**src/rtl/psc_pkg.sv**
```systemverilog
package psc_pkg;

  localparam int RawW     = 24;
  localparam int CalW     = 16;
  localparam int GainW    = 24;
  localparam int OutW     = 32;
  localparam int CfgIdxW  = 3;
  localparam int CfgDataW = 24;

  localparam logic [GainW-1:0]       DepthGainReset  = 24'd1710801;
  localparam logic signed [OutW-1:0] TempRef         = 32'sd2000;
  // TEMP + 1500 written as (TEMP - 2000) + 3500
  localparam logic signed [19:0]     Cold2Offset     = 20'sd3500;
  localparam logic signed [33:0]     SurfacePressure = 34'sd101300;
  localparam logic [OutW-1:0]        SatMax          = 32'h7FFF_FFFF;
  localparam logic [OutW-1:0]        SatMin          = 32'h8000_0000;

  typedef enum logic [CfgIdxW-1:0] {
    REG_SENS        = 3'd0,
    REG_OFFSET      = 3'd1,
    REG_SENS_TEMP   = 3'd2,
    REG_OFFSET_TEMP = 3'd3,
    REG_REF_TEMP    = 3'd4,
    REG_TEMP_SENS   = 3'd5,
    REG_DEPTH_GAIN  = 3'd6
  } cfg_reg_t;

  typedef struct packed {
    logic [CalW-1:0]  c1;
    logic [CalW-1:0]  c2;
    logic [CalW-1:0]  c3;
    logic [CalW-1:0]  c4;
    logic [CalW-1:0]  c5;
    logic [CalW-1:0]  c6;
    logic [GainW-1:0] depth_gain;
  } cal_t;

  localparam cal_t CalReset = '{
    c1: 16'd0, c2: 16'd0, c3: 16'd0, c4: 16'd0, c5: 16'd0, c6: 16'd0,
    depth_gain: DepthGainReset
  };

  // Hand-off between the temperature and the pressure halves
  typedef struct packed {
    logic                    valid;
    logic [RawW-1:0]         d1;
    logic signed [35:0]      off;
    logic signed [34:0]      sens;
    logic [37:0]             offi;
    logic [36:0]             sensi;
    logic signed [OutW-1:0]  temp2;
  } mid_t;

  typedef struct packed {
    logic signed [OutW-1:0] pressure_decimbar;
    logic signed [OutW-1:0] temperature_centideg;
    logic signed [OutW-1:0] depth_mm;
  } result_t;

endpackage

```
**src/rtl/psc_cal_regs.sv**
```systemverilog
module psc_cal_regs (
  input  logic                           clk,
  input  logic                           rst_n,
  input  logic                           cfg_we,
  input  logic [psc_pkg::CfgIdxW-1:0]    cfg_index,
  input  logic [psc_pkg::CfgDataW-1:0]   cfg_data,
  output psc_pkg::cal_t                  cal
);

  psc_pkg::cal_t cal_r, cal_nxt;

  always_comb begin
    cal_nxt = cal_r;
    if (cfg_we) begin
      unique case (psc_pkg::cfg_reg_t'(cfg_index))
        psc_pkg::REG_SENS:        cal_nxt.c1 = cfg_data[psc_pkg::CalW-1:0];
        psc_pkg::REG_OFFSET:      cal_nxt.c2 = cfg_data[psc_pkg::CalW-1:0];
        psc_pkg::REG_SENS_TEMP:   cal_nxt.c3 = cfg_data[psc_pkg::CalW-1:0];
        psc_pkg::REG_OFFSET_TEMP: cal_nxt.c4 = cfg_data[psc_pkg::CalW-1:0];
        psc_pkg::REG_REF_TEMP:    cal_nxt.c5 = cfg_data[psc_pkg::CalW-1:0];
        psc_pkg::REG_TEMP_SENS:   cal_nxt.c6 = cfg_data[psc_pkg::CalW-1:0];
        psc_pkg::REG_DEPTH_GAIN:  cal_nxt.depth_gain = cfg_data[psc_pkg::GainW-1:0];
        default: ;  // drop writes past the register list
      endcase
    end
  end

  always_ff @(posedge clk) begin
    if (!rst_n) begin
      cal_r <= psc_pkg::CalReset;
    end else begin
      cal_r <= cal_nxt;
    end
  end

  assign cal = cal_r;

endmodule

```
**config.mk**
```make
export PLATFORM = sky130hd
export DESIGN_NAME = psc_cal_regs
export DESIGN_NICKNAME = d
export VERILOG_FILES = /design/src/rtl/psc_pkg.sv /design/src/rtl/psc_cal_regs.sv
export SDC_FILE = /design/constraint.sdc
export NUM_CORES = 1
export LEC_CHECK = 0
export ABC_AREA = 1
export BUFFER_PORTS_ARGS = -buffer_cell sky130_fd_sc_hd__buf_2
export CAP_MARGIN = 20
export CELL_PAD_IN_SITES_DETAIL_PLACEMENT = 1
export CELL_PAD_IN_SITES_GLOBAL_PLACEMENT = 2
export CORE_MARGIN = 8
export CORE_UTILIZATION = 29
export CTS_CLUSTER_DIAMETER = 120
export CTS_CLUSTER_SIZE = 14
export DETAILED_ROUTE_END_ITERATION = 7
export GPL_TIMING_DRIVEN = 0
export PLACE_DENSITY_LB_ADDON = 0.1
export SYNTH_ARGS = -nofsm -noshare
export SYNTH_HDL_FRONTEND = slang
export SYNTH_SLANG_ARGS = --single-unit
```
**constraint.sdc**
```tcl
create_clock -name clk -period 2.64 [get_ports clk]
set_clock_uncertainty 0.2 [all_clocks]
set_input_delay 0.132 -clock clk [delete_from_list [all_inputs] [get_ports clk]]
set_output_delay 0.132 -clock clk [all_outputs]
set_load 0.05 [all_outputs]
```
==> out/metrics.yaml <==
critical_path:
  crit_path_max_fanout: 10
  crit_path_max_incr_delay_ns: 0.56
  slowest_stage: "dlygate4sd3_1"
  crit_chain: "dlygate4sd3_1 > buf_2 > inv_2 > nor2_1 > buf_2 > nand3_1 > nand2_1 > dlygate4sd3_1 > nor2_1"
  critPathKind: "input pin to register"
  start_kind: "input pin"
  critPathBufInv: 5
  crit_required_ns: 2.75
  end_kind: "register"
  crit_arrival_ns: 2.22
  path_delay_family: "buffers and inverters"
clock_network:
  root_buffer: "clkbuf_16"
  clockBufferDepth: 2
  tritoncts: "built"
  insertion_delay_ns: 0.41
  htreeDepth: 4
  cts_num_sinks: 120
  cts_setup_buffers: 0
  cts.clk_slew.worst_paths_ns: 0.05
  cts_inserted_buffers: 17
outcome:
  status: "complete, no violations"
detailed_routing:
  vias: 4993
  avgViaCountPerCell: 4.54
  drt-pass1-iter-count: 5
  route.detailed.drc: 0
  met1_length_um: 7720
  drt_iter0_drc: 219
  wire_per_inst_um: 17.1
  wl_met2_um: 9370
  ant_nets: 0
  topRoutingLayerUsed: "met5"
  wl_met3_um: 1510
  totalWireLength_um: 18800
die:
  dieArea_um2: 20900
  chipHeight_um: 144
  core_um2: 16300
  ioPinCount: 150
  core.rowCount: 47
  initial_utilization_pct: 29.3
  die_w_um: 144
sta:
  setup_tns_ns: 0
  hold_ws_ns: 0.0298
  grt_setup_unrepaired: "no"
  max_freq_ghz: 0.474
  setup_viol: 0
  timing.final.crit_share_pct: 80.0
  worstMarginPinSlew_ns: 0.635
  min_period_ns: 2.11
  drv_slew: 0
  hold_violations: 0
  slew_headroom_pct: 57.7
synth:
  synth_fp_nets: 707
  yosysWarningCount: 0
  syn_avg_cell_area_um2: 7.07
  synth-seq-cells: 120
  synth_area_um2: 4780
  synth_cell_type_count: 12
  synth.yosys.seq_area_share_pct: 50.2
  synthCells: 677
layout:
  mostFrequentLayoutCells: "nor2_1 (223), buf_2 (170), nand2_1 (134), nand3_1 (120), dfxtp_1 (120)"
  drive_gt1_share_pct: 25.5
  largest_reg_flops: 120
  n_antenna_cell: 0
  fillers: 2112
  fin_nets: 898
  layout_commonest_cell: "nor2_1"
  final_util_pct: 40.6
  multiInputGateArea_um2: 2050
  seq_area_um2: 2400
  area_growth_pct: 38.8
global_routing:
  grt_antenna_before_repair: 1
  grt_pass1_wl_um: 28800
  grt_usage_pct: 18.4
  grt_max_degree: 17
  first_global_vias: 5244
  globalRouteOverflowTotal: 0
power:
  peakVddDrop_v: 0.000443
  p_seq_share_pct: 38.5
  p_per_area_nw_per_um2: 749
  sw_frac_of_total_pct: 27.5
  p_clk_share_pct: 47.7
  total_power_w: 0.00497
  p_leak_nw: 3.27
  p_int_w: 0.00360
  p_sw_w: 0.00137
  power_frac_comb_pct: 13.8
placed_design:
  dp_hpwl_um: 13700
  finalWeightedCongestion: 0.784
  port_buffers: 148
min_path:
  min_path_type: "input pin to register"
job:
  maxCapViolCount: 0
[per-stage QoR]
stage                     worst slack, ns  std cells  instance area (um^2)
after CTS                           0.572       1100                  6640
after global placement               1.07       1045                  5800
after detailed placement             1.01       1045                  5800
final                               0.529       1100                  6640
after floorplan                      1.52        677                  4780
after global routing                0.416       1100                  6640
[kinds of logic after synthesis]
logic type | synth area share (%)
and+or+nand+nor | 42.8
buffers and inverters | 6.93
DFF | 50.2
[layout make-up]
cell class	count	area share, %
Buffer	42	3.47
Clock buffer	23	7.20
Clock inverter	8	1.81
Inverter	27	1.53
Multi-Input combinational cell	488	30.9
Sequential cell	120	36.2
Tap cell	220	4.15
Timing Repair Buffer	172	14.8
[worst min-delay path, cell delays in order]
cell	delay, ns
buf_2	0.13
nand2_1	0.12
nor2_4	0.08
nor2_1	0.08
nor2_1	0.05
[power by group through the flow]
stage | clock network (W) | logic (W) | registers (W)
detailed placement | 0 | 0.000665 | 0.00195
CTS | 0.00242 | 0.000695 | 0.00191
floorplan | 0 | 0.000242 | 0.00217
finish | 0.00237 | 0.000688 | 0.00191
global placement | 0 | 0.000653 | 0.00195
global route | 0.00251 | 0.000742 | 0.00192
[worst paths after layout]
kind | startpoint | end | slack (ns) | cells after the start
setup / recovery | cfg_index[1] | cal[23]$_SDFFE_PN0P_ | 0.53 | 9
hold / removal | cfg_index[0] | cal[57]$_SDFFE_PN0P_ | 0.03 | 5
setup reg to reg | cal[58]$_SDFFE_PN0P_ | cal[58]$_SDFFE_PN0P_ | 1.82 | 2
hold reg to reg | cal[6]$_SDFFE_PN1P_ | cal[6]$_SDFFE_PN1P_ | 0.26 | 2
[timing repair]
item	in CTS	in global routing
hold endpoints to repair	31	0
hold buffers	24	0
gates resized for setup	0	0
[layer usage]
metal	vias up	GRT usage (%)
met1	2350	21.3
met2	136	31.9
met3	17	5.65
met5	-	0
li1	2488	-
met4	2	5.70
[synth_stat cells]
master	n	area (um^2)
nand3_1	120	601
buf_4	10	75.1
inv_2	4	15.0
nand2_2	3	18.8
nor2_4	8	90.1
buf_6	1	11.3
inv_1	23	86.3
buf_2	22	110
dfxtp_1	120	2400
clkbuf_1	9	33.8
nor2_1	223	837
nand2_1	134	503
Note: power is estimated with default switching activity, not from simulation.
