--- config.mk ---
export PLATFORM = sky130hd
export DESIGN_NAME = psc_out_skid
export DESIGN_NICKNAME = d
export VERILOG_FILES = /design/src/rtl/psc_pkg.sv /design/src/rtl/psc_out_skid.sv
export SDC_FILE = /design/constraint.sdc
export NUM_CORES = 1
export LEC_CHECK = 0
export ABC_AREA = 0
export BUFFER_PORTS_ARGS = -buffer_cell sky130_fd_sc_hd__buf_4
export CAP_MARGIN = 20
export CORE_ASPECT_RATIO = 1.75
export CORE_UTILIZATION = 47
export DETAILED_ROUTE_END_ITERATION = 10
export HOLD_SLACK_MARGIN = 0.15
export PLACE_DENSITY = 0.72
export SLEW_MARGIN = 20
export SYNTH_ARGS = -nofsm -noshare
export SYNTH_HDL_FRONTEND = slang
export SYNTH_SLANG_ARGS = --single-unit
--- constraint.sdc ---
create_clock -name clk -period 6.4 [get_ports clk]
set_input_delay 1.28 -clock clk [delete_from_list [all_inputs] [get_ports clk]]
set_output_delay 1.28 -clock clk [all_outputs]
set_load 0.03 [all_outputs]
--- src/rtl/psc_pkg.sv ---
package psc_pkg;

  localparam int RawW     = 24;
  localparam int CalW     = 16;
  localparam int GainW    = 24;
  localparam int OutW     = 32;
  localparam int CfgIdxW  = 3;
  localparam int CfgDataW = 24;

  localparam logic [GainW-1:0]       DepthGainReset  = 24'd1710801;
  localparam logic signed [OutW-1:0] TempRef         = 32'sd2000;
  // TEMP + 1500 written as (TEMP - 2000) + 3500
  localparam logic signed [19:0]     Cold2Offset     = 20'sd3500;
  localparam logic signed [33:0]     SurfacePressure = 34'sd101300;
  localparam logic [OutW-1:0]        SatMax          = 32'h7FFF_FFFF;
  localparam logic [OutW-1:0]        SatMin          = 32'h8000_0000;

  typedef enum logic [CfgIdxW-1:0] {
    REG_SENS        = 3'd0,
    REG_OFFSET      = 3'd1,
    REG_SENS_TEMP   = 3'd2,
    REG_OFFSET_TEMP = 3'd3,
    REG_REF_TEMP    = 3'd4,
    REG_TEMP_SENS   = 3'd5,
    REG_DEPTH_GAIN  = 3'd6
  } cfg_reg_t;

  typedef struct packed {
    logic [CalW-1:0]  c1;
    logic [CalW-1:0]  c2;
    logic [CalW-1:0]  c3;
    logic [CalW-1:0]  c4;
    logic [CalW-1:0]  c5;
    logic [CalW-1:0]  c6;
    logic [GainW-1:0] depth_gain;
  } cal_t;

  localparam cal_t CalReset = '{
    c1: 16'd0, c2: 16'd0, c3: 16'd0, c4: 16'd0, c5: 16'd0, c6: 16'd0,
    depth_gain: DepthGainReset
  };

  // Hand-off between the temperature and the pressure halves
  typedef struct packed {
    logic                    valid;
    logic [RawW-1:0]         d1;
    logic signed [35:0]      off;
    logic signed [34:0]      sens;
    logic [37:0]             offi;
    logic [36:0]             sensi;
    logic signed [OutW-1:0]  temp2;
  } mid_t;

  typedef struct packed {
    logic signed [OutW-1:0] pressure_decimbar;
    logic signed [OutW-1:0] temperature_centideg;
    logic signed [OutW-1:0] depth_mm;
  } result_t;

endpackage

--- src/rtl/psc_out_skid.sv ---
module psc_out_skid (
  input  logic              clk,
  input  logic              rst_n,
  input  logic              up_valid,
  input  psc_pkg::result_t  up_data,
  output logic              pipe_en,
  output logic              out_valid,
  input  logic              out_ready,
  output psc_pkg::result_t  out_data
);

  logic             out_v_r, out_v_nxt, sk_v_r, sk_v_nxt, take;
  psc_pkg::result_t out_d_r, out_d_nxt, sk_d_r, sk_d_nxt;

  always_comb begin
    out_v_nxt = out_v_r;
    out_d_nxt = out_d_r;
    sk_v_nxt  = sk_v_r;
    sk_d_nxt  = sk_d_r;
    take      = out_v_r && out_ready;
    if (sk_v_r) begin
      // pipeline is frozen; refill the output from the skid beat
      if (take) begin
        out_d_nxt = sk_d_r;
        sk_v_nxt  = 1'b0;
      end
    end else if (up_valid) begin
      if (!out_v_r || take) begin
        out_d_nxt = up_data;
        out_v_nxt = 1'b1;
      end else begin
        sk_d_nxt = up_data;
        sk_v_nxt = 1'b1;
      end
    end else if (take) begin
      out_v_nxt = 1'b0;
    end
  end

  always_ff @(posedge clk) begin
    if (!rst_n) begin
      out_v_r <= 1'b0;
      sk_v_r  <= 1'b0;
    end else begin
      out_v_r <= out_v_nxt;
      sk_v_r  <= sk_v_nxt;
    end
  end

  always_ff @(posedge clk) begin
    out_d_r <= out_d_nxt;
    sk_d_r  <= sk_d_nxt;
  end

  assign pipe_en   = !sk_v_r;
  assign out_valid = out_v_r;
  assign out_data  = out_d_r;

endmodule

==> results of run 1 <==
## placed cells by master (no fill, tap or decap)
| cell | count |
|---|---|
| sky130_fd_sc_hd__buf_4 | 201 |
| sky130_fd_sc_hd__edfxtp_1 | 192 |
| sky130_fd_sc_hd__mux2_2 | 96 |
| sky130_fd_sc_hd__clkbuf_16 | 17 |
| sky130_fd_sc_hd__clkinv_4 | 4 |
| sky130_fd_sc_hd__inv_8 | 4 |
| sky130_fd_sc_hd__inv_1 | 3 |
| sky130_fd_sc_hd__inv_6 | 2 |
| sky130_fd_sc_hd__bufinv_16 | 2 |
| sky130_fd_sc_hd__clkinv_1 | 2 |
| sky130_fd_sc_hd__mux2i_1 | 1 |
| sky130_fd_sc_hd__a21oi_4 | 1 |
| sky130_fd_sc_hd__and4_4 | 1 |
| sky130_fd_sc_hd__a21oi_1 | 1 |
| sky130_fd_sc_hd__a211oi_1 | 1 |
| sky130_fd_sc_hd__nor2b_1 | 1 |
| sky130_fd_sc_hd__nand2_1 | 1 |
| sky130_fd_sc_hd__nand3b_1 | 1 |
| sky130_fd_sc_hd__o21ai_0 | 1 |
| sky130_fd_sc_hd__clkinvlp_4 | 1 |
| sky130_fd_sc_hd__dfxtp_1 | 1 |
| sky130_fd_sc_hd__dfxtp_4 | 1 |
## routing by layer
layer / global-route usage / vias to the layer above / wire [µm]
met5: 0 / - / 0
met3: 0.0398 / 19 / 601
met2: 0.302 / 125 / 7500
met1: 0.205 / 1803 / 5170
met4: 0.0888 / 0 / 371
li1: - / 1674 / -
## logic make-up after synthesis
| kind of cell | after synthesis | synth area share |
|---|---|---|
| buffers and inverters | 14 | 0.0182 |
| flip-flops | 194 | 0.821 |
| AO/OA/AOI/OAI | 4 | 0.00318 |
| AND/OR/NAND/NOR | 4 | 0.00371 |
| multiplexers | 97 | 0.154 |
## through the flow
step / instance area, µm² / power, µW / utilization / worst slack, ns / cells
6_report: 9310 / 2940 / 0.631 / 3.54 / 718
3_5_place_dp: 8710 / 1910 / 0.590 / 3.06 / 686
2_1_floorplan: 7080 / 1750 / - / 1.97 / 313
5_1_grt: 9310 / 3040 / 0.631 / 3.44 / 718
4_1_cts: 9310 / 2970 / 0.631 / 3.51 / 718
3_3_place_gp: 8710 / 1900 / 0.590 / 3.12 / 686
## how the worst max path moves through the flow
stage / startpoint / to / slack (ns) / depth (start not counted)
5_1_grt: out_ready / sk_d_r[63] / 3.44 / 4
2_1_floorplan: up_valid / out_data[0] / 1.97 / 2
6_report: out_ready / sk_d_r[63] / 3.54 / 4
3_5_place_dp: out_ready / sk_d_r[58] / 3.06 / 4
3_3_place_gp: out_ready / sk_d_r[56] / 3.12 / 4
4_1_cts: out_ready / sk_d_r[76] / 3.51 / 4
## power groups by stage
stage / Combinational (µW) / Clock [µW] / Sequential, µW
6_report: 359 / 1070 / 1520
5_1_grt: 377 / 1130 / 1530
4_1_cts: 363 / 1090 / 1520
2_1_floorplan: 98.2 / 0 / 1650
3_5_place_dp: 362 / 0 / 1550
3_3_place_gp: 354 / 0 / 1550
## cell type report
| type | instances | area [µm²] | share of cell area |
|---|---|---|---|
| Clock buffer | 17 | 425 | 0.0457 |
| Inverter | 3 | 11.3 | 0.00121 |
| Multi-Input combinational cell | 105 | 1150 | 0.124 |
| Sequential cell | 194 | 5810 | 0.624 |
| Timing Repair Buffer | 201 | 1510 | 0.162 |
| Tap cell | 183 | 229 | 0.0246 |
| Clock inverter | 15 | 173 | 0.0185 |
## worst max-delay path, delay by kind of cell
kind / cells / cell delay (ns)
buffers and inverters: 3 / 0.92
and+or+nand+nor: 1 / 0.64
## sequential cells by signal (all words and copies together), names as in the netlist
signal and flops:
sk_v_r 1, out_valid 1, out_data 96, sk_d_r 96
==> summary.md, run 1 <==
The number of antenna violations at the first check in global routing is 0. Entering global routing, the biggest net connects 60 pins. The height of the die was 164 µm. Library cell with the highest instance count after synthesis: sky130_fd_sc_hd__edfxtp_1. The total count of hold-check failures in the final report came out at 0.

The overall die width was 94.7 µm; the average wire length per cell after detail routing was 19.0 µm. The critical path is of the in -> reg type. The tools report the internal power component as 2230 µW. The critical path goes through buf_4 > inv_1 > and4_4 > buf_4. Summed over all nets, the switching power comes to 713 µW. Per-instance average area after synthesis: 22.6 µm².

In this run the most critical hold path is launched from sk_d_r[18]. The via count of the first global-routing pass was 3711. The cell sitting at the root of the clock tree is a sky130_fd_sc_hd__clkbuf_16. Counting flops and latches in the post-synthesis netlist gives 194. The worst hold path terminates at out_data[18].

The run gives 0.540 ns as the minimum hold slack. In this run, post-CTS hold repair placed 0 buffers. The top-area cell type share of the netlist area came out at 0.815.

Clock tree synthesis inserted a total of 17 buffers. The most used flip-flop cell after synthesis was sky130_fd_sc_hd__edfxtp_1. The tools report the combinational cell fraction of total power as 0.122.

The worst path needs 2.86 ns of the cycle, external delays included. In the routed layout, each cell is associated on average with a via count of 5.04. The number of maximum-capacitance violations was 0; the number of top-level pins was 198. The remaining routing DRC violations is 0. After the last flow step, the layout net total stands at 622. The fraction of final layout cells sized beyond drive strength 1 is 0.617.

The detail route stage leaves a number of antenna-violating nets equal to 0. The capture point of the worst reg-to-reg path was out_data[54]. Buffers added to address setup during post-CTS repair amount to 0.

At the pin with the least slew margin, the transition time is 0.790 ns. The number of different library cells used by synthesis comes to 14. The floorplan die area is 0.0156 mm², and the detailed placement HPWL is 9310 µm.

The setup clock skew after layout came out at 0.00943 ns. The mapped netlist covers 0.00707 mm². TritonCTS built the clock tree. The total track usage was 0.177; the maximum single-stage delay on the critical path was 0.70 ns. The logs give 4 for the number of detailed-route iterations in the first pass and 0 for the antenna cell count. The tools report the sequential power share as 0.516. For the warning count from the yosys run, the log shows 0. The floorplan step defined a core boundary enclosing 0.0148 mm². For the remaining max-slew budget at the tightest pin, the log shows 0.473. The total negative setup slack is 0 ns. The post-synthesis net count came out at 413.

The critical path's slowest cell was sky130_fd_sc_hd__buf_4. The required time at the worst-slack endpoint is 6.45 ns, and the total wire length after detailed routing is 13600 µm. The post-synthesis sequential area ratio is 0.821, and the data arrival time at the worst-slack endpoint is 2.91 ns. After clock tree synthesis, the repair step resized 0 gates. The CTS H-tree depth came out at 4.

By count the netlist is led by 192 x sky130_fd_sc_hd__edfxtp_1, 96 x sky130_fd_sc_hd__mux2_2, 10 x sky130_fd_sc_hd__buf_6. The total power per unit cell area was 316 mW/mm²; the global-route wire length before repair was 19700 µm. From synthesis to final layout, the design area changed by 31.6%. Clock-pin slew was measured on the worst setup and hold paths at 0.07 ns. The hold path depth came out at 1. In this run the register-to-register setup slack is 3.70 ns.

Summed over all layers, the global routing overflow is 0. The worst setup path is captured at a flop. In the post-synthesis netlist, the biggest area contributors are sky130_fd_sc_hd__edfxtp_1 81%, sky130_fd_sc_hd__mux2_2 15%, sky130_fd_sc_hd__buf_6 1.6%. The tools report the critical path launch point type as an input pin. IR analysis of the VDD net gives a maximum drop of 193 µV. In this run the deepest clock path goes through 2 buffers. Clock sink count: 194. The first routing iteration left 135 violations.

Count of pins over their slew limit: 0. The largest total area in the synthesized netlist belongs to sky130_fd_sc_hd__edfxtp_1. The switching power as a share of total power is 0.242, and the highest attainable clock frequency is 350 MHz. The effective utilization at floorplan was 0.479. The beginning of the worst register-to-register path is sk_v_r. The share of the clock period used by the worst path after layout was 0.447.

The leakage power is 0.00345 µW. In this design, the critical path's most frequently occurring cell is sky130_fd_sc_hd__buf_4. Synthesis produced 313 cells. After filler insertion, the fill cell instance count of the layout stands at 1080.

The tools report the total setup violations reported at the end of the flow as 0. Setup repair after global routing left no endpoint under its margin. The fraction of registers with async set or reset after synthesis was 0; the clock insertion delay at the later pin of the skew report was 0.42 ns. Number of enable flip-flop cells after synthesis: 192.

Of all nets on the critical path, the largest fanout is 54. The via count of the routed design was 3621; the number of buffers added on ports was 197. The initialized floorplan defines 59 standard-cell rows. The flow ran to the end, and the final reports show no timing, DRC or antenna violations. The routability-driven placement congestion ratio came out at 0.731. Measured in cells, the most critical reg-to-reg path has a length of 4. For the clock network power share, the log shows 0.362. The tightest min-delay check is of the reg -> reg type.
(Power assumes the default switching activity.)
==> run 2: changes to the inputs <==
Settings changed: CORE_UTILIZATION 47 to 52, PLACE_DENSITY 0.72 to 0.76.
Clock period 6.4 ns to 2.73 ns, I/O delays scaled along.
==> run 2 against run 1 <==
- utilization increased by 7.2 points
- critical path depth down 1
- design area up 0.43%
- critical path type is now reg -> reg
- first-iteration DRC count up 41%
- setup slack got worse by 2.5 ns
- sequential share of layout area down 0.25 points
- worst hold slack got worse by 0.23 ns
- via count is 0.28% higher
- routed wire length decreased by 0.38%
- sequential cell count stayed put
==> summary.md, run 2 (synthesis gave the netlist of run 1 again) <==
The run finished with clean final reports. The path class of the lowest-slack min-delay path is in -> reg. The run gives 0.00877 mm² as the instance area after placement.

The total track usage was 0.196; the highest net fanout along the worst path was 28. STA classifies the critical path endpoint as a flop. The run gives 0.357 as the clock network power share. The actual slew at the worst max-slew pin came out at 0.544 ns. The count of fill cells added during filler insertion came out at 890.

Counting the buffers created by CTS gives 17. The H-tree was split into 4 levels. The count of nets left with antenna violations once routing finished came out at 0.

The tools report the highest attainable clock frequency as 602 MHz. In the routed design, unresolved DRC markers number 0. The clock insertion delay at the later pin of the skew report is 0.41 ns, and the number of resized instances in the post-cts repair step is 0. The run gives 0.0141 mm² as the floorplan die area. The remaining max-slew budget at the tightest pin was 0.637. The classification of the worst setup path was reg -> reg. The via count of the first global-routing pass was 3796; the leakage power was 0.00347 µW. The die is 156 µm tall. Average wire length per cell after detail routing: 19.1 µm.

For this block, the initial DRC count from the detailed router was 191. The switching power as a share of total power is 0.238. The worst setup path is launched from a flop. The tools report the antenna cell count as 0. The tools report the total setup violations reported at the end of the flow as 0. The tree is rooted in a sky130_fd_sc_hd__clkbuf_16.

In this run the post-CTS setup repair buffer count came out at 0. The share of the clock period used by the worst path after layout was 0.608; the largest net degree at the start of global routing was 93. The initialized floorplan defines 56 standard-cell rows. The number of detailed-route iterations in the first pass is 4, and the via count of the routed design is 3631. Routability-driven placement finished with a final weighted congestion of 0.778. The overall die width was 90.2 µm. In the layout the commonest cells are 199 x sky130_fd_sc_hd__buf_4, 192 x sky130_fd_sc_hd__edfxtp_1, 96 x sky130_fd_sc_hd__mux2_2. The detailed placement HPWL was 9230 µm; the number of buffers added on ports was 197. For this block, the routed nets add up to 13600 µm of wire. For the finished layout, the period the worst path requires is 1.66 ns. After the last flow step, the layout net total stands at 624.

Hold is met by 0.309 ns. The buffer depth of the longest clock path was 2; the number of top-level pins was 198. The fraction of final layout cells sized beyond drive strength 1 works out to 0.618. For the worst ir drop on vdd, the log shows 491 µV.

The effective utilization at floorplan came out at 0.531. For this design, the CTS-stage hold fixing added 0 buffers. The most common cell after layout, fill and taps aside is sky130_fd_sc_hd__buf_4.

TritonCTS built the clock tree. The tree built by TritonCTS fans out to 194 sinks. Global routing finished with a remaining overflow of 0. The placeable core region came out at 0.0133 mm². The tool flagged a number of max-cap violations equal to 0. The routed via count divided by cell count is 5.11, and the total count of hold-check failures in the final report is 0. The run gives 0.00935 mm² as the post-route standard cell area excluding fillers.

Relative to the synthesized area, the layout overhead comes to 32.2%. The reported net switching power was 1630 µW; the setup clock skew after layout was 0.00507 ns. The internal portion of the total power is 5230 µW. At the worst endpoint, the arrival time is 1.77 ns.

Count of pins over their slew limit: 0. Setup repair after global routing left no endpoint under its margin. The combinational cell fraction of total power is 0.126. The first global-routing pass estimated 20300 µm of wire.

For this design the ratio of total power to cell area is 734 mW/mm². The number of antenna violations at the first check in global routing was 0. The tools report the sequential power share as 0.517. Data on the critical path is required at its endpoint by 2.84 ns. Summed over all failing endpoints, the final setup total negative slack is 0 ns.

The final standard cell utilization of the core is 0.702, and the clock-pin slew on the worst setup and hold paths is 0.07 ns.
run 2: cell type report:
| cell class | count | area (µm²) | share of cell area |
|---|---|---|---|
| multi-input combinational | 105 | 1150 | 0.123 |
| sequential | 194 | 5810 | 0.621 |
| inverter | 3 | 11.3 | 0.00120 |
| clock buffer | 18 | 429 | 0.0459 |
| tap | 174 | 218 | 0.0233 |
| clock inverter | 14 | 154 | 0.0165 |
| timing repair buffer | 203 | 1570 | 0.168 |
run 2: per-stage QoR:
| step | std cells | total power, µW | setup WS, ns |
|---|---|---|---|
| final | 711 | 6860 | 1.07 |
| after global routing | 711 | 7080 | 0.998 |
| after CTS | 711 | 6910 | 1.05 |
| after detailed placement | 679 | 4490 | 0.726 |
| after global placement | 679 | 4460 | 0.767 |
| after floorplan | 313 | 4100 | -0.0157 |
run 2: power groups by stage:
stage	sequential [µW]	clock, µW	combinational (µW)
6_report	3550	2450	864
5_1_grt	3560	2610	907
4_1_cts	3550	2490	873
3_5_place_dp	3620	0	871
3_3_place_gp	3610	0	852
2_1_floorplan	3870	0	232
run 2: critical path, stage by stage, from the launching register on:
cell and delay [ns]:
sky130_fd_sc_hd__dfxtp_4 0.39, sky130_fd_sc_hd__inv_1 0.09, sky130_fd_sc_hd__and4_4 0.52, sky130_fd_sc_hd__buf_4 0.34
run 2: layer usage:
layer  vias to the layer above  routed length [µm]  global-route usage
li1                       1670                   -                   -
met1                      1817                5040               0.220
met2                       119                7590               0.352
met3                        25                 599              0.0466
met4                         0                 357              0.0891
met5                         -                   0                   0
run 2: worst paths after layout:
kind	start	to	slack [ns]	cells past startpoint
min reg2reg	out_valid	out_valid	0.53	2
min	up_data[93]	sk_d_r[93]	0.31	1
max	sk_v_r	sk_d_r[9]	1.07	3
max reg2reg	sk_v_r	sk_d_r[9]	1.07	3
==> run 3: changes to the inputs <==
Clock period 2.73 ns to 1.6 ns, I/O delays scaled along.
==> run 3 against run 2 <==
- clock-buffer cell count unchanged
- non-clock buffer count is 102 higher
- via count up 13%
- power grew 73%
- worst hold slack got worse by 0.12 ns
- sequential cell count unchanged
- critical path depth rose by 2
- largest cell class unchanged
- routed wire length is 14% higher
- design area grew 11%
- global-route usage up 2.9 points
- largest power group unchanged
==> summary.md, run 3 (synthesis gave the netlist of run 1 again) <==
The run finished with clean final reports. No sink is reached through more buffers than the 2 on the longest clock path. Leaving out fill and tap cells, the most frequent cells in the layout are 201 x sky130_fd_sc_hd__buf_4, 192 x sky130_fd_sc_hd__edfxtp_1, 98 x sky130_fd_sc_hd__dlygate4sd3_1. After clock tree synthesis, the clock-pin slew on the worst setup and hold paths is 0.07 ns. Total power for the finished layout comes to 11800 µW.

The clock arrives with 0.00798 ns of skew. The tools report the post-CTS setup repair buffer count as 0. Summed over all cells, the static leakage comes to 0.00389 µW. For this block, the initial DRC count from the detailed router was 199. Fraction of final layout cells sized beyond drive strength 1: 0.528.

Counting the buffers created by CTS gives 17. Setup repair after global routing left no endpoint under its margin. For this design the top-level I/O count stands at 198. Type of destination of the critical path: a flop. The path class of the lowest-slack min-delay path was in -> reg. In this run the remaining antenna-violating nets after routing total 0.

Dividing the detail-routed wire length by the instance count gives 19.1 µm. The first global-routing pass estimated 23300 µm of wire. The smallest clock period supported by the final layout is computed as 1.56 ns.

The logs give 0.41 ns for the clock insertion delay at the later pin of the skew report and 4 for the CTS H-tree depth. The effective utilization at floorplan was 0.531. STA classifies the critical path startpoint as an input pin. The placeable core region was 0.0133 mm². From synthesis to final layout, the design area changed by 46.5%. The required time at the worst-slack endpoint is 1.70 ns, and the actual slew at the worst max-slew pin is 0.353 ns. Detailed placement ended at an HPWL of 9560 µm. The clock sink count was 194; the hold path depth was 3. In this run the tool buffered the top-level ports with 197 buffer cells. Number of antenna violations at the first check in global routing: 0. The library cell used most frequently in the layout, excluding fill and tap cells, is sky130_fd_sc_hd__buf_4.

The die covers 0.0141 mm². STA puts the critical path data arrival time at 1.66 ns. The number of placement rows was 56. Measured along the x axis, the die boundary spans 90.2 µm.

The total count of hold-check failures in the final report was 0. The run gives 0.0104 mm² as the post-route standard cell area excluding fillers. The share of the clock period used by the worst path after layout is 0.974.

The logs give 683 for the number of placed cells counting well taps and 0.773 for the routability-driven placement congestion ratio. For the final cell count without fillers, the log shows 812. TritonCTS built the clock tree.

After detailed routing, the total wire length is 15500 µm. In this run the worst path has a maximum fanout of 36. The number of detailed-route iterations in the first pass is 4. The run gives 52 as the largest net degree at the start of global routing. The run gives 0 ns as the total negative setup slack. The final layout contains 726 nets. The depth of the most critical reg-to-reg path was 3; the minimum hold slack was 0.185 ns. The total power per unit cell area was 1140 mW/mm²; the total track usage was 0.224.

The routed via count divided by cell count is 5.04, and the via count of the first global-routing pass is 4429. After global routing the overflow that remains totals 0. The tools report the clock root buffer as sky130_fd_sc_hd__clkbuf_16. The tool flagged a number of max-cap violations equal to 0.

VDD sags by at most 960 µV. The placed instances occupy a cell area of 0.00882 mm². For the remaining max-slew budget at the tightest pin, the log shows 0.765. The count of pins over their slew limit was 0; the height of the die was 156 µm. After detailed routing, the number of remaining DRC violations is 0. The setup path with the least slack is of type in -> reg. Across all layers, the routed design uses 4095 vias.

Setup violations remaining at the end of the flow were counted as 0. 0 antenna diodes ended up in the layout. Static timing analysis puts the maximum clock frequency at 642 MHz.
run 3: cell count changes in the layout (fill, tap and decap cells not counted), moves of 2 or more:
cell	before	now
sky130_fd_sc_hd__buf_12	4	6
sky130_fd_sc_hd__buf_4	199	201
sky130_fd_sc_hd__clkinv_2	1	4
sky130_fd_sc_hd__dlygate4sd3_1	0	98
sky130_fd_sc_hd__inv_8	2	0
run 3: worst paths after layout:
check	start	end	slack [ns]
worst max-delay path	out_ready	sk_d_r[51]	0.04
worst min-delay path	up_valid	out_valid	0.19
worst max register to register	out_valid	out_data[60]	0.14
worst min register to register	sk_d_r[51]	out_data[51]	0.55
run 3: area by class of cell:
| cell class | instances | area [µm²] |
|---|---|---|
| sequential | 194 | 5810 |
| fill | 747 | 2950 |
| timing repair buffer | 305 | 2610 |
| multi-input combinational | 105 | 1150 |
| clock buffer | 18 | 429 |
| tap | 174 | 218 |
| clock inverter | 13 | 134 |
| inverter | 3 | 11.3 |
run 3: report_power, final:
group	switching (µW)	internal, µW	leakage [µW]
clock network	1780	2300	0.000274
registers	100	5960	0.00182
logic	914	802	0.00181
total	2790	9050	0.00389
run 3: worst max-delay path, stage by stage:
cell and delay, ns:
sky130_fd_sc_hd__dlygate4sd3_1 0.54, sky130_fd_sc_hd__buf_4 0.15, sky130_fd_sc_hd__inv_2 0.07, sky130_fd_sc_hd__and4_4 0.31, sky130_fd_sc_hd__buf_12 0.24
run 3: repair_timing:
action,CTS,global route
resized for setup,0,1
hold buffers,98,0
endpoints found under the hold margin,97,0
setup endpoints to repair,0,51
run 3: metrics by stage:
| step | setup WS, ns | utilization |
|---|---|---|
| floorplan | -1.15 | - |
| global placement | 0.167 | 0.663 |
| detailed placement | 0.143 | 0.663 |
| CTS | 0.0119 | 0.779 |
| global route | 0.0281 | 0.779 |
| finish | 0.0417 | 0.779 |
run 3: layer usage:
metal / track usage / up-vias / part of all wire
met5: 0 / - / 0
met2: 0.425 / 140 / 0.57
met1: 0.234 / 2044 / 0.36
li1: - / 1876 / -
met3: 0.0452 / 35 / 0.041
met4: 0.110 / 0 / 0.033
